==> src/rtl/core/sfc_pkg.sv <==
// sfc_pkg: shared constants, register codes and stage-advance type for the
// sphere frustum cull pipeline. No dependencies.
package sfc_pkg;

  // default coordinate width (signed Q12.8 centers, unsigned Q12.8 radius)
  localparam int COORD_WIDTH_DEF = 20;

  // axis components are signed Q1.18
  localparam int DIR_WIDTH = 20;
  localparam int AXIS_WIDTH = 3 * DIR_WIDTH;

  // cone slopes and reciprocal radius factors are unsigned Q8.16
  localparam int SLOPE_WIDTH = 24;
  localparam int PAIR_WIDTH = 2 * SLOPE_WIDTH;

  // near and far limits, unsigned Q12.8
  localparam int LIMIT_WIDTH = 20;
  localparam logic [LIMIT_WIDTH-1:0] FAR_RESET = '1;

  // configuration port
  localparam int CFG_WIDTH = 60;
  localparam int CFG_INDEX_WIDTH = 3;

  localparam logic [CFG_INDEX_WIDTH-1:0] REG_EYE_POSITION   = 3'd0;
  localparam logic [CFG_INDEX_WIDTH-1:0] REG_FORWARD_AXIS   = 3'd1;
  localparam logic [CFG_INDEX_WIDTH-1:0] REG_RIGHT_AXIS     = 3'd2;
  localparam logic [CFG_INDEX_WIDTH-1:0] REG_UP_AXIS        = 3'd3;
  localparam logic [CFG_INDEX_WIDTH-1:0] REG_NEAR_LIMIT     = 3'd4;
  localparam logic [CFG_INDEX_WIDTH-1:0] REG_FAR_LIMIT      = 3'd5;
  localparam logic [CFG_INDEX_WIDTH-1:0] REG_CONE_SLOPES    = 3'd6;
  localparam logic [CFG_INDEX_WIDTH-1:0] REG_RADIUS_FACTORS = 3'd7;

  // fixed-point alignment shifts
  localparam int DEPTH_SHIFT  = 18;  // Q.8 distance to Q.26 depth
  localparam int DIST_SHIFT   = 18;  // Q.24 radius term to Q.42
  localparam int OFFSET_SHIFT = 16;  // Q.26 offset to Q.42

  // low part of the depth operand in the split depth * slope product
  localparam int DEPTH_SPLIT = 27;

  // advance enables of the lateral test stages
  typedef struct packed {
    logic s4;
    logic s5;
    logic s6;
    logic s7;
  } sfc_adv_t;

endpackage

==> src/rtl/core/sfc_lateral.sv <==
// sfc_lateral: four-stage lateral cone test, |offset| <= depth*slope + r/factor.
// Depends on sfc_pkg. Stages advance on the enables handed in by the top level.
module sfc_lateral #(
  parameter int COORD_WIDTH = sfc_pkg::COORD_WIDTH_DEF
) (
  input  logic                                   clk,
  input  sfc_pkg::sfc_adv_t                      adv,
  input  logic signed [COORD_WIDTH+21:0]         depth,    // Q.26
  input  logic signed [COORD_WIDTH+21:0]         offset,   // Q.26
  input  logic        [sfc_pkg::SLOPE_WIDTH-1:0] slope,    // Q8.16
  input  logic [COORD_WIDTH+sfc_pkg::SLOPE_WIDTH-1:0] rad_inv,  // Q.24
  output logic                                   in_cone
);
  import sfc_pkg::*;

  localparam int DW  = COORD_WIDTH + 22;
  localparam int HW  = DW - DEPTH_SPLIT;
  localparam int AW  = DW + SLOPE_WIDTH;
  localparam int RIW = COORD_WIDTH + SLOPE_WIDTH;
  localparam int BW  = COORD_WIDTH + 50;

  // stage 4: partial products of depth * slope
  logic signed [HW+SLOPE_WIDTH-1:0]        hi_prod;
  logic        [DEPTH_SPLIT+SLOPE_WIDTH-1:0] lo_prod;
  logic signed [DW-1:0]                    p4;
  logic        [RIW-1:0]                   dist4;

  // stage 5: full cone term
  logic signed [AW-1:0] aux5;
  logic signed [AW-1:0] hi_ext;
  logic signed [AW-1:0] lo_ext;
  logic signed [DW-1:0] p5;
  logic        [RIW-1:0] dist5;

  // stage 6: bound and aligned offset
  logic signed [BW-1:0] bound6;
  logic signed [BW-1:0] pw6;

  // stage 7 compare
  logic signed [BW-1:0] above;
  logic signed [BW-1:0] below;

  always_ff @(posedge clk) begin
    if (adv.s4) begin
      hi_prod <= $signed(depth[DW-1:DEPTH_SPLIT]) * $signed({1'b0, slope});
      lo_prod <= depth[DEPTH_SPLIT-1:0] * slope;
      p4      <= offset;
      dist4   <= rad_inv;
    end
  end

  assign hi_ext = AW'(hi_prod);
  assign lo_ext = AW'($signed({1'b0, lo_prod}));

  always_ff @(posedge clk) begin
    if (adv.s5) begin
      aux5  <= (hi_ext <<< DEPTH_SPLIT) + lo_ext;
      p5    <= p4;
      dist5 <= dist4;
    end
  end

  always_ff @(posedge clk) begin
    if (adv.s6) begin
      bound6 <= BW'(aux5) + BW'($signed({1'b0, dist5, {DIST_SHIFT{1'b0}}}));
      pw6    <= BW'($signed({p5, {OFFSET_SHIFT{1'b0}}}));
    end
  end

  // strict: reject when bound < offset or offset < -bound
  assign above = bound6 - pw6;
  assign below = bound6 + pw6;

  always_ff @(posedge clk) begin
    if (adv.s7) begin
      in_cone <= !above[BW-1] && !below[BW-1];
    end
  end

endmodule

==> config.mk <==
export PLATFORM = sky130hd
export DESIGN_NAME = sfc_lateral
export DESIGN_NICKNAME = d
export VERILOG_FILES = /design/src/rtl/core/sfc_pkg.sv /design/src/rtl/core/sfc_lateral.sv
export SDC_FILE = /design/constraint.sdc
export NUM_CORES = 2
export LEC_CHECK = 0
export ABC_AREA = 1
export ABC_CLOCK_PERIOD_IN_PS = 5800
export BUFFER_PORTS_ARGS = -buffer_cell sky130_fd_sc_hd__buf_2
export CAP_MARGIN = 20
export CORE_UTILIZATION = 25
export CTS_CLUSTER_SIZE = 14
export DETAILED_ROUTE_END_ITERATION = 16
export SYNTH_ARGS = -nofsm -noshare
export SYNTH_HDL_FRONTEND = slang
export SYNTH_SLANG_ARGS = --single-unit
==> constraint.sdc <==
create_clock -name clk -period 5.8 [get_ports clk]
set_input_delay 0 -clock clk [delete_from_list [all_inputs] [get_ports clk]]
set_output_delay 0 -clock clk [all_outputs]
set_load 0.05 [all_outputs]
==> summary.md <==
| Metric | Value |
|---|---|
| Status | complete, no violations |
| Number of synthesized register bits | 390 |
| Post-CTS Setup Bufs | 0 |
| Fin nets | 8,365 |
| Worst-path clk slew | 0.06 ns |
| Hold Startpoint | adv[2] |
| Reg2reg end | bound6[48] |
| Dpl hpwl | 136,000 µm |
| Final core occ | 29.3% |
| R2r setup slk | 3.02 ns |
| R2r startpoint | aux5[18] |
| Final Critical Period | 5.61 ns |
| Tot GR Track Use | between 10% and 20% |
| Hold/Removal Path Class | input port to flip-flop |
| Number of H-tree levels | 2 |
| Synth cell types | 41 |
| R2R depth | 13 |
| Fillcell total | 22,664 |
| Commonest non-fill, non-tap cell in the layout | inv_1 |
| Max_cap viols | 0 |
| Fraction of layout cells with a size suffix above 1 | approximately 8.7% |
| Critical path's largest stage delay | 0.53 ns |
| Most frequent cells in the layout | 1,747 x inv_1, 1,611 x nand2_1, 834 x fa_1, 465 x ha_1, 390 x edfxtp_1 |
| Syn nets | 7,949 |
| Vias | 42,660 |
| Yosys synthesis warning count | 0 |
| TritonCTS clock tree | done |
| Routability cong. | 0.932 |
| Detailed Routing Iterations Pass 1 | 8 |
| Worst slew pin tran | 0.918 ns |
| Die X | roughly 470 µm |
| IO Pins | 158 |
| Initial antenna violation count | 32 |
| WHS Endpoint | dist5[30] |
| Root buffer cell | clkbuf_16 |
| Largest net degree at the start of global routing | 94 |
| Arr. time, crit path | between 5 and 6 ns |
| Cts bufs inserted | 45 |
| Crit path kind | input port to flip-flop |
| Critical path launch point type | input port |
| Rel. slew slack | 38.8% |
| Max Clk Rate | about 180 MHz |
| Core Rows | 170 |
| Worst hold stages | 1 |
| Number of global-route vias before repair | 45,082 |
| Final hold vios | 0 |
| Die Span Y | 467 µm |
| Final period util | about 97% |
| Register area | around 12,000 µm² |
| First-pass GRT wire length | 254,000 µm |
| PortBufs | 157 |
| DRT antenna net count | 0 |
| DRC violation count after routing | 0 |
| CP required | roughly 6.1 ns |
| Sequential share of the synthesized area | 21.6% |
| First DRT Iteration DRCs | 2,956 |
| Area of the die | 218,000 µm² |
| Area of the multi-input gates | between 30,000 and 40,000 µm² |
| Drt wl/cell | 16.6 µm |
| WL final | 162,000 µm |
| Endpoint class of the critical path | flip-flop |
| Global route overflow | 0 |
| Starting Density | 25.2% |
| Slowest cell on the critical path | fa_1 |
| Crit-path max FO | 16 |
| Final setup vio count | 0 |
| Syn Std Cell Area | 54,200 µm² |
| Mapped Avg Cell Area | 8.34 µm² |
| Core area | about 210,000 µm² |
| Clk sinks | about 400 |
| Clk buf depth | 3 |
| Vias per std cell | between 4 and 5 |
| Setup TNS | 0 ns |
| Cell count after synthesis | 6,492 |
| Worst-Skew Late Latency | 0.58 ns |
| RSZ-0062 raised after global routing | true |
| Slew Viols, Final | 0 |
| Max Clock Skew | between 0.03 and 0.04 ns |
| Layout area overhead | 16.1% |
## cells in the mapped netlist (all sizes together)
cell type,count,area [µm²]
o211ai,2,15.0
clkbuf,200,751
o21ai,150,758
nand2b,1,6.26
a31oi,7,43.8
or2,25,156
nand4,40,250
xnor2,39,342
nor3,42,215
ha,466,5830
edfxtp,390,11700
fa,834,16700
o21bai,22,165
inv,1747,6560
buf,4,20.0
a21boi,10,75.1
nand2,1619,6110
nor4,6,43.8
xor2,76,666
o21a,13,97.6
o2111ai,1,8.76
a21o,23,173
a211oi,1,7.51
and3,1,6.26
a21oi,253,1280
nand3,131,671
nand3b,3,22.5
o22ai,3,18.8
nor2,380,1430
and2,3,18.8
## layout make-up
cell class	count	share of cell area, %
diodes	7	0.0279
multi-input cells	4151	55.9
clock buffers	51	1.86
inverters	1747	10.4
clock inverters	30	0.428
well taps	2838	5.65
flip-flops and latches	390	18.6
repair buffers	573	7.10
## stage by stage
| step | std cells | hold WS (ns) | setup WS (ns) | instance area, µm² |
|---|---|---|---|---|
| finish | 9787 | 0.0224 | 0.187 | 62900 |
| global route | 9782 | 0.0497 | -0.0425 | 62900 |
| CTS | 9779 | 0.0282 | 0.0710 | 62800 |
| detailed placement | 9609 | 0.178 | -0.533 | 60400 |
| global placement | 9609 | 0.180 | -0.532 | 60400 |
| floorplan | 6492 | 0.0989 | 0.143 | 54200 |
## worst max-delay path: cells and delay by family
family,cells,cell delay [ns]
buf+inv,8,0.61
compound gates,3,0.72
fa+ha+maj,8,3.90
simple gates,7,0.59
## state kept, by name, summed over array words and instances (netlist names)
register and flops:
hi_prod 39, lo_prod 35, dist5 44, aux5 50, p4 42, dist4 44, bound6 51, pw6 42
p5 42, in_cone 1
## timing repair
action | CTS | global route
endpoints found under the setup margin | 0 | 34
hold buffers | 89 | 0
gates resized for setup | 0 | 33
hold endpoints to repair | 138 | 0
## cell families after synthesis
family                     after synthesis  synth area share [%]
xor gates and xnor gates               115                  1.86
buffers and inverters                 1951                  13.5
DFF                                    390                  21.6
and+or+nand+nor                       2251                  16.5
adders and majority gates             1300                  41.6
AOI/OAI and AO/OA                      485                  4.89
## worst max-delay path by stage
| stage | start | to | depth (start not counted) |
|---|---|---|---|
| 6_report | slope[4] | lo_prod[49] | 26 |
| 5_1_grt | depth[14] | lo_prod[47] | 26 |
| 4_1_cts | slope[3] | lo_prod[49] | 25 |
| 3_5_place_dp | slope[3] | lo_prod[49] | 25 |
| 3_3_place_gp | slope[3] | lo_prod[49] | 25 |
| 2_1_floorplan | slope[3] | lo_prod[47] | 25 |
## layer usage
metal	GRT usage, %	vias up	wire [µm]
li1	-	20082	-
met3	2.24	246	10100
met4	3.14	40	3610
met2	24.9	1313	74600
met1	20.1	20979	73600
met5	0	-	254
Power is left out: the tool's default activity adds up to more than one toggle a clock period on the data nets, which glitch-free logic cannot reach.
